## src/efr_pkg.sv

```systemverilog
// Package with the shared types and constants of the escaped frame receiver.
package efr_pkg;

    localparam int DEPTH  = 64;
    localparam int ADDR_W = (DEPTH > 1) ? $clog2(DEPTH) : 1;
    localparam int POS_W  = 6;

    localparam logic [7:0] START_ASCII  = 8'h40;
    localparam logic [7:0] START_BINARY = 8'h23;
    localparam logic [7:0] ESCAPE_BYTE  = 8'h5E;
    localparam logic [7:0] END_BYTE     = 8'h0D;

    typedef struct packed {
        logic [7:0] rx_byte;
        logic       consumer_busy;
    } t_in;

    typedef struct packed {
        logic [7:0]       out_byte;
        logic [POS_W-1:0] position;
        logic             frame_type;
        logic             last;
    } t_out;

    // Write into the frame store.
    typedef struct packed {
        logic              en;
        logic [ADDR_W-1:0] addr;
        logic [7:0]        data;
    } t_wr_req;

    // Request to read a completed frame out of the store.
    typedef struct packed {
        logic              go;
        logic [ADDR_W-1:0] last_idx;
        logic              ftype;
    } t_rd_cmd;

endpackage

```

## src/efr_readout.sv

```systemverilog
// Frame store memory and the read-out sequencer that emits a completed frame.
module efr_readout
    import efr_pkg::*;
(
    input  logic    i_clk,
    input  logic    i_rst_n,
    input  t_wr_req i_wr,
    input  t_rd_cmd i_cmd,
    output logic    o_busy,
    output logic    o_out_valid,
    input  logic    i_out_stall,
    output t_out    o_out_data
);

    typedef enum logic [1:0] {
        S_IDLE,
        S_READ,
        S_LOAD
    } t_state;

    t_state            r_state;
    logic [7:0]        r_mem [DEPTH];
    logic [7:0]        r_rd_data;
    logic [ADDR_W-1:0] r_idx;
    logic [ADDR_W-1:0] r_last;
    logic              r_type;
    logic              r_out_valid;
    t_out              r_out;
    logic              out_free;

    always_ff @(posedge i_clk) begin
        if (i_wr.en) begin
            r_mem[i_wr.addr] <= i_wr.data;
        end
        r_rd_data <= r_mem[r_idx];
    end

    assign out_free = !r_out_valid || !i_out_stall;

    always_ff @(posedge i_clk) begin
        if (!i_rst_n) begin
            r_state     <= S_IDLE;
            r_out_valid <= 1'b0;
            r_idx       <= '0;
        end else begin
            if (r_out_valid && !i_out_stall) begin
                r_out_valid <= 1'b0;
            end
            unique case (r_state)
                S_IDLE: begin
                    if (i_cmd.go) begin
                        r_idx   <= '0;
                        r_last  <= i_cmd.last_idx;
                        r_type  <= i_cmd.ftype;
                        r_state <= S_READ;
                    end
                end
                S_READ: begin
                    r_state <= S_LOAD;
                end
                S_LOAD: begin
                    if (out_free) begin
                        r_out_valid         <= 1'b1;
                        r_out.out_byte      <= r_rd_data;
                        r_out.position      <= POS_W'(r_idx);
                        r_out.frame_type    <= r_type;
                        r_out.last          <= (r_idx == r_last);
                        if (r_idx == r_last) begin
                            r_state <= S_IDLE;
                        end else begin
                            r_idx   <= r_idx + 1'b1;
                            r_state <= S_READ;
                        end
                    end
                end
                default: begin
                    r_state <= S_IDLE;
                end
            endcase
        end
    end

    assign o_busy      = (r_state != S_IDLE);
    assign o_out_valid = r_out_valid;
    assign o_out_data  = r_out;

    // The store is never written while a frame is being read out.
    a_no_write_in_readout: assert property (@(posedge i_clk) disable iff (!i_rst_n)
        i_wr.en |-> (r_state == S_IDLE))
        else $error("frame store written during read-out");

    // A new read-out starts only when the previous one has finished.
    a_cmd_when_idle: assert property (@(posedge i_clk) disable iff (!i_rst_n)
        i_cmd.go |-> (r_state == S_IDLE))
        else $error("read-out started while busy");

    // The read index never runs past the end of the frame.
    a_idx_in_frame: assert property (@(posedge i_clk) disable iff (!i_rst_n)
        (r_state != S_IDLE) |-> (r_idx <= r_last))
        else $error("read index beyond frame end");

endmodule

```

## src/escaped_frame_receiver.sv

```systemverilog
// Top level of the escaped frame receiver: byte decoding and frame assembly.
// Timing: a data byte is stored in the cycle of its transfer; the first result of a
// completed frame passes the S_READ state, then S_LOAD, which holds on a result stall.
// Throughput: one input byte per cycle outside read-out; while a frame is read out
// the input is stalled and each result takes a store read, then the output register.
// Reset clears the write position, escape flag, frame type, sequencer and output valid;
// the frame store is not cleared, since only slots written in the current frame are read.
module escaped_frame_receiver
    import efr_pkg::*;
(
    input  logic i_clk,
    input  logic i_rst_n,
    input  logic i_in_valid,
    output logic o_in_stall,
    input  t_in  i_in_data,
    output logic o_out_valid,
    input  logic i_out_stall,
    output t_out o_out_data
);

    // Decoder state: the write position is zero when no frame is open.
    logic [ADDR_W-1:0] r_wp;
    logic              r_esc;
    logic              r_type;
    logic [ADDR_W-1:0] n_wp;
    logic              n_esc;
    logic              n_type;

    logic    accept;
    logic    frame_open;
    logic    busy;
    t_wr_req wr;
    t_rd_cmd cmd;

    // Input bytes are taken only while the read-out sequencer is idle.
    assign o_in_stall = busy;
    assign accept     = i_in_valid && !busy;
    assign frame_open = (r_wp != '0);

    always_comb begin
        n_wp   = r_wp;
        n_esc  = r_esc;
        n_type = r_type;
        wr     = '0;
        cmd    = '0;
        if (accept) begin
            priority if (i_in_data.rx_byte == START_ASCII ||
                         i_in_data.rx_byte == START_BINARY) begin
                // A start byte always opens a fresh frame at slot zero.
                wr.en   = 1'b1;
                wr.addr = '0;
                wr.data = i_in_data.rx_byte;
                n_wp    = ADDR_W'(1);
                n_type  = (i_in_data.rx_byte == START_BINARY);
                n_esc   = 1'b0;
            end else if (i_in_data.rx_byte == ESCAPE_BYTE) begin
                // The escape byte arms escape even outside a frame.
                n_esc = 1'b1;
            end else if (i_in_data.rx_byte == END_BYTE) begin
                if (frame_open) begin
                    // The end byte is stored as is, then the frame is read out
                    // unless the consumer is busy. Either way the frame closes.
                    wr.en        = 1'b1;
                    wr.addr      = r_wp;
                    wr.data      = END_BYTE;
                    cmd.go       = !i_in_data.consumer_busy;
                    cmd.last_idx = r_wp;
                    cmd.ftype    = r_type;
                    n_wp         = '0;
                    n_esc        = 1'b0;
                end
            end else begin
                if (frame_open) begin
                    // An escaped data byte is stored minus one.
                    wr.en   = 1'b1;
                    wr.addr = r_wp;
                    wr.data = r_esc ? (i_in_data.rx_byte - 8'd1) : i_in_data.rx_byte;
                    n_esc   = 1'b0;
                    // The position saturates so that overlong frames overwrite the
                    // last slot.
                    if (r_wp != ADDR_W'(DEPTH - 1)) begin
                        n_wp = r_wp + 1'b1;
                    end
                end
            end
        end
    end

    always_ff @(posedge i_clk) begin
        if (!i_rst_n) begin
            r_wp   <= '0;
            r_esc  <= 1'b0;
            r_type <= 1'b0;
        end else begin
            r_wp   <= n_wp;
            r_esc  <= n_esc;
            r_type <= n_type;
        end
    end

    // The store and sequencer sit behind one boundary; the write port comes
    // from the decoder above and the read-out owns the result channel.
    efr_readout u_readout (
        .i_clk       (i_clk),
        .i_rst_n     (i_rst_n),
        .i_wr        (wr),
        .i_cmd       (cmd),
        .o_busy      (busy),
        .o_out_valid (o_out_valid),
        .i_out_stall (i_out_stall),
        .o_out_data  (o_out_data)
    );

endmodule

```

## config.mk

```make
export PLATFORM = sky130hd
export DESIGN_NAME = escaped_frame_receiver
export DESIGN_NICKNAME = d
export VERILOG_FILES = /design/src/efr_pkg.sv /design/src/efr_readout.sv /design/src/escaped_frame_receiver.sv
export SDC_FILE = /design/constraint.sdc
export NUM_CORES = 1
export LEC_CHECK = 0
export BUFFER_PORTS_ARGS = -buffer_cell sky130_fd_sc_hd__buf_2
export CORE_MARGIN = 2
export CORE_UTILIZATION = 55
export CTS_CLUSTER_DIAMETER = 60
export DETAILED_ROUTE_END_ITERATION = 10
export PLACE_DENSITY = 0.8
export SETUP_SLACK_MARGIN = 0.3
export SLEW_MARGIN = 5
export SYNTH_ARGS = -nofsm -noshare
export SYNTH_HDL_FRONTEND = slang
export SYNTH_SLANG_ARGS = --single-unit
```

## constraint.sdc

```tcl
create_clock -name i_clk -period 8.44 [get_ports i_clk]
set_clock_uncertainty 0.05 [all_clocks]
set_input_delay 1.688 -clock i_clk [delete_from_list [all_inputs] [get_ports i_clk]]
set_output_delay 1.688 -clock i_clk [all_outputs]
set_load 0.1 [all_outputs]
```

* Word level (Yosys, flattened, before mapping)
Memories as Yosys holds them, arrays and structs flattened. A register that Yosys moved wholly into a read port is not among the register bits.
Index checks and enable logic that the tools add are counted.
** Storage, ports and cells
- Memories kept :: 1
- Bits of input ports :: 13
- Bits in latches :: 0
- Bits in writable memories :: 512
- Output and inout bits :: 18
- Register bits after elaboration :: 40
- Word-level logic and storage cells :: 88
- Bits in read-only memories :: 0
** Operators by class
- Muxes and demuxes :: 34
- Multipliers :: 0
- Div/mod/pow operators :: 0
- Shift operators :: 0
- Bitwise gates (word level) :: 3
- Reduce and logical (&&, ||, !) cells :: 23
- Add/sub/neg operators :: 3
- Equality and inequality tests :: 12
- Order comparisons :: 0
** Memory list
- u_readout.r_mem :: depth 64, bits a word 8, read ports 1, clocked after memory_dff 1, write ports 1, RTL line efr_readout.sv:22 : logic [7:0] r_mem [DEPTH];
** Operators with widths (number)
- $mux 15 :: 6
- $mux 6 :: 9
- $mux 8 :: 6
- $eq 8x7->1 const B :: 2
- $add 6x1->6 const B :: 2
- $pmux 6 s2 :: 1
- $mux 1 :: 9
- $eq 8x4->1 const B :: 1
- $eq 8x6->1 const B :: 1
- $reduce_and 4->1 :: 2
- $sub 8x1->8 const B :: 1
- $eq 6x6->1 :: 1
- $ne 2x2->1 const B :: 3
- $ne 6x6->1 const B :: 1
- $pmux 2 s3 :: 1
- $reduce_and 2->1 :: 3
- $reduce_and 3->1 :: 2
- $reduce_bool 2->1 :: 3
- $reduce_bool 3->1 :: 2
- $reduce_bool 6->1 :: 1
- $reduce_or 5->1 :: 1
- $logic_not 1->1 :: 4
- $mux 2 :: 2
- $not 1->1 :: 3
- other kinds (6) :: 8

* Depth between registers and ports, before layout
- Depth after elaboration :: 9
- Mapped depth :: 9
- Mapped depth without buffers :: 7

* By module
From an unflattened synthesis, not the netlist that was laid out.
** Second synthesis, totals
- Cells, all modules :: 1151
- Area, all modules :: 22216.3 um2
** Modules (own cells, without submodules)
- efr_readout :: sequential area each 16405.7 um2, times used 1, area an instance 21182.8 um2, cells an instance 1019
- escaped_frame_receiver :: sequential area each 160.2 um2, times used 1, area an instance 1033.5 um2, cells an instance 132

* Worst setup path before layout
No wires, ideal clock.
- Kind :: in2reg
- Start point :: input port i_in_data[3] (netlist name)
- End point :: memory u_readout.r_mem[0][5], data pin
- Slack :: 2510 ps
- Library setup time :: 702 ps
- Cell stages on the path :: 5
- Path buffers :: 0
- Arrival time :: 5178 ps
- Data required time :: 7688 ps
- Cells stage by stage :: or4_4 > and2b_1 > nand2_1 > a21boi_0 > o21ai_0
** RTL lines
- from (decl) :: RTL line escaped_frame_receiver.sv:15 : input t_in i_in_data,
- to (decl) :: RTL line efr_readout.sv:22

* Worst setup path after layout
- Start point :: input port i_in_data[1] (netlist name)
- End point :: memory u_readout.r_mem[45][7] (enable)
** On the way
- Word-level cells in the longest chain between the ends :: 7
- Elaborated cells between the ends (all ways) :: 11
- Those cells by class :: eq/ne (4); mux (6); reduce/logical (1)
** RTL lines
- $eq 8x4->1 :: RTL line escaped_frame_receiver.sv:59 : end else if (i_in_data.rx_byte == END_BYTE) begin
- $mux 15 :: RTL line escaped_frame_receiver.sv:59
- $mux 15 :: RTL line escaped_frame_receiver.sv:56 : end else if (i_in_data.rx_byte == ESCAPE_BYTE) begin
- $mux 15 (*) :: RTL line escaped_frame_receiver.sv:47 : priority if (i_in_data.rx_byte == START_ASCII ||
- $mux 15 (*) :: RTL line escaped_frame_receiver.sv:46 : if (accept) begin
- $mux 1 :: RTL line efr_readout.sv:32 : if (i_wr.en) begin
- $mux 1 (implied by the code) :: RTL line efr_readout.sv:33 : r_mem[i_wr.addr] <= i_wr.data;
Mark *: on every way between the ends. The rest lies on a longest branch, timed or not.

==> flow_results.org <==
** Floorplan
- Die width :: 205 µm
- Effective utilization at floorplan :: 56.0%
- During I/O placement, the number of pins put on the boundary was 31.
- The floorplan step defined a die boundary enclosing 0.0422 mm².
- Num rows :: between 70 and 80
- The floorplan step defined a core boundary enclosing ~0.04 mm².
- The die is a little over 200 µm tall.

** Clocking
- Once the clock tree was built, the setup fixing pass inserted 0 buffers.
- Clock tree root driver cell :: sky130_fd_sc_hd__clkbuf_16
- Clock latency at the later pin of the worst-skew pair :: 0.58 ns
- Buffers inserted during clock tree synthesis total 54.
- Clk sinks :: 560
- The clock tree synthesis step divided the H-tree into 2 levels.
- The number of hold buffers added after CTS was 0.
- CTS tree :: done
- CTS-repair resized insts :: 0
- Longest Clk Path Bufs :: 3
- Clk slew on worst S/H paths :: 0.06 ns

** Placed design
- HPWL after detailed placement :: 30500 µm
- Number of port buffers :: 30
- Routability-driven placement finished with a final weighted congestion of 0.905.
- Number of cells after detailed placement :: 1719

** Power and ir drop
- Internal Dissipation :: 4620 µW
- The clock network burns 46.6% of the power.
- IR analysis of the VDD net gives a maximum drop of 177 µV.
- Summed over all nets, the switching power comes to between 1000 and 1500 µW.
- Combinational cells account for less than 1% of the total power.
- Static Leakage :: 0.00762 µW
- For this design the ratio of total power to cell area is 227 mW/mm².
- Sequential cell fraction of total power :: 53.0%
- Net switching is a little under a fifth of the power.

** Yosys
- By area the synthesized netlist is led by sky130_fd_sc_hd__edfxtp_1 72%, sky130_fd_sc_hd__mux4_2 9.1%, sky130_fd_sc_hd__mux2i_1 4.0%.
- The number of different library cells used by synthesis comes to 69.
- Part of the Yosys area used for sequential elements :: between 70% and 80%
- Synth Area in XOR/XNOR :: 0.432%
- The average instance in the mapped netlist occupies 18.4 µm².
- Share of synthesized cell area in full adder, half adder and majority cells :: 0.393%
- Library cell occupying the most area in the post-synthesis netlist :: sky130_fd_sc_hd__edfxtp_1
- Cell with the most instances after synthesis :: sky130_fd_sc_hd__edfxtp_1
- The commonest cells after synthesis are 535 x sky130_fd_sc_hd__edfxtp_1, 90 x sky130_fd_sc_hd__mux4_2, 89 x sky130_fd_sc_hd__mux2i_1.
- After Yosys synthesis, and, or, nand and nor cells account for 5.12% of the synthesized area.
- Cell Area, Synth :: roughly 0.022 mm²
- The synthesized netlist devotes around 4.4% of its cell area to compound gates.
- In the synthesized netlist the dominant register cell turns out to be sky130_fd_sc_hd__edfxtp_1.
- After synthesis, the share of flip-flops with an asynchronous set or reset is 0%.
- FF+latch count, synth :: 560
- The synthesized design devotes to its leading area cell type 72.1% of total area.
- By area, the combinational part of the netlist is dominated by multiplexers.
- Synthesis produced a netlist with a net count of 1234.
- Multiplexer cells account for 13.6% of the synthesized area.
- Number of enable flip-flop cells after synthesis :: between 500 and 600
- Synth Warn # :: 0
- Synthesis produced 1214 cells.

** Global routing
- Number of global-route vias before repair :: 11841
- The first global-routing pass estimated roughly 77000 µm of wire.
- Total congestion overflow :: 0
- The number of antenna violations at the first check in global routing is 1.
- Global-route total usage across every layer :: 25.2%
- Entering global routing, the biggest net connects 65 pins.

** STA
- The final count of hold timing violations was 0.
- Achievable Freq :: around 210 MHz
- Final Slew Violations :: 0
- The worst path needs 4.79 ns of the cycle, external delays included.
- Final period utilization :: 56.8%
- Headroom to the max-slew limit :: 17.9%
- Setup violations remaining at the end of the flow were counted as 0.
- Least-Margin Pin Slew :: about 1.2 ns
- Setup repair after global routing left no endpoint under its margin.
- Summed over all failing endpoints, the final setup total negative slack is 0 ns.

** Worst setup path
- Highest fanout seen on the critical path :: 9
- STA classifies the critical path startpoint as a primary input.
- Worst endpoint data arrival time :: 4.94 ns
- STA puts the critical path data required time at 8.59 ns.
- CP Capture Type :: flip-flop
- Path type of the worst setup path :: primary input to flip-flop

** Final layout
- Area Overhead vs Synth :: 11.9%
- Post-Layout Cell Count :: 1821
- Antenna Diode Count :: 0
- The multi-input combinational cells in the finished layout cover a total of 0.00543 mm².
- Of the cells placed in the final design, the portion with a size suffix greater than 1 is approximately 20%.
- Final layout net count :: 1270
- Sequential Area :: 0.0166 mm²
- After filler insertion, the fill cell instance count of the layout stands at 2652.
- Once layout is complete, the utilization of the core stands at 62.6%.

** Detailed routing
- For this run, design rule violations remaining after detail routing come to 0.
- Routed via count :: 12009
- The detail route stage leaves a number of antenna-violating nets equal to 0.
- Summed over all layers, the routed wires come to 52100 µm.
- Violation count after the first detailed-routing iteration :: between 1500 and 2000
- Using the TritonRoute via totals, the vias-per-cell ratio works out to about 6.6.
- In the final routed layout, each cell accounts on average for 28.6 µm.
- Count of TritonRoute iterations in the first routing pass :: 7

** Min path
- Class of the worst hold path :: flip-flop to flip-flop

** Job
- Max_cap viols :: 0

** Status
- Outcome :: completed
[worst max-delay path, stage by stage]
cell	delay, ns
sky130_fd_sc_hd__buf_2	0.15
sky130_fd_sc_hd__inv_1	0.10
sky130_fd_sc_hd__ha_1	0.26
sky130_fd_sc_hd__nand3b_1	0.20
sky130_fd_sc_hd__a21o_1	0.31
sky130_fd_sc_hd__and2_1	0.37
sky130_fd_sc_hd__nand4_1	0.91
sky130_fd_sc_hd__nor2_1	0.94
[routing by layer]
layer  vias up  share of wire [%]  GRT usage, %
li1       4981                  -             -
met1      6042                 37          33.6
met2       848                 48          41.1
met3       136                 11          5.12
met4         2                4.1          9.92
met5         -              0.035             0
[power groups by stage]
stage / combinational [µW] / clock, µW / sequential, µW
2_1_floorplan: 11.9 / 0 / 3060
3_3_place_gp: 23.4 / 0 / 3060
3_5_place_dp: 23.9 / 0 / 3060
4_1_cts: 24.1 / 2660 / 3000
5_1_grt: 26.1 / 2750 / 3000
6_report: 24.2 / 2640 / 3000
[area by class of cell]
type | count | area share, %
clock buffer | 69 | 5.81
clock inverter | 33 | 2.04
inverter | 10 | 0.151
multi-input combinational | 577 | 21.8
sequential | 560 | 66.5
tap | 525 | 2.63
timing repair buffer | 47 | 1.11
[logic make-up after synthesis]
kind of cell             Yosys count
adder cells (fa/ha/maj)            7
buffers and inverters             77
XOR/XNOR                          11
flip-flops                       560
AO/OA/AOI/OAI                    143
AND/OR/NAND/NOR                  226
multiplexers                     190
[flip-flops by register name (all words and copies together), names as in the netlist]
register / cells
u_readout.o_out_valid: 1
u_readout.r_last: 6
r_esc: 1
r_type: 1
u_readout.r_type: 1
u_readout.r_state: 2
u_readout.o_out_data: 16
u_readout.r_idx: 6
r_wp: 6
u_readout.r_rd_data: 8
u_readout.r_mem: 512
[path summary, 6_finish.rpt]
path,start,endpoint,slack (ns),cells after the start
setup reg to reg,u_readout.r_idx[0],u_readout.r_rd_data[7],4.65,6
setup / recovery,i_in_data[1],u_readout.r_mem[45][7],3.65,8
hold reg to reg,u_readout.r_rd_data[5],u_readout.o_out_data[13],0.36,0
hold / removal,u_readout.r_rd_data[5],u_readout.o_out_data[13],0.36,0
[through the flow]
stage	setup WS [ns]	hold WS, ns	total power [µW]	instance area [µm²]
finish	3.65	0.356	5660	24900
global route	3.59	0.370	5780	24900
CTS	3.75	0.357	5680	24900
detailed placement	3.19	0.343	3080	23000
global placement	3.38	0.340	3080	23000
floorplan	2.51	0.336	3070	22300
[layout by cell type (no fill, tap or decap), drive strengths merged, types with 4 or more instances in the layout]
cell	count
edfxtp	535
bufinv	13
o22a	5
a22oi	4
nand4	5
mux4	90
o22ai	19
ha	7
and2	8
dfxtp	25
nor2	86
or4	8
nor3	19
inv	12
mux2i	89
o31ai	5
nand4b	4
nor2b	9
a221oi	8
a21oi	25
o221ai	6
mux2	11
o21ai	31
nand3	15
a211oi	11
nand2	37
buf	47
nand3b	6
nand2b	4
a211o	5
xor2	8
clkinv	16
clkbuf	69
or3	5
Power figures use the tool's default switching activity.
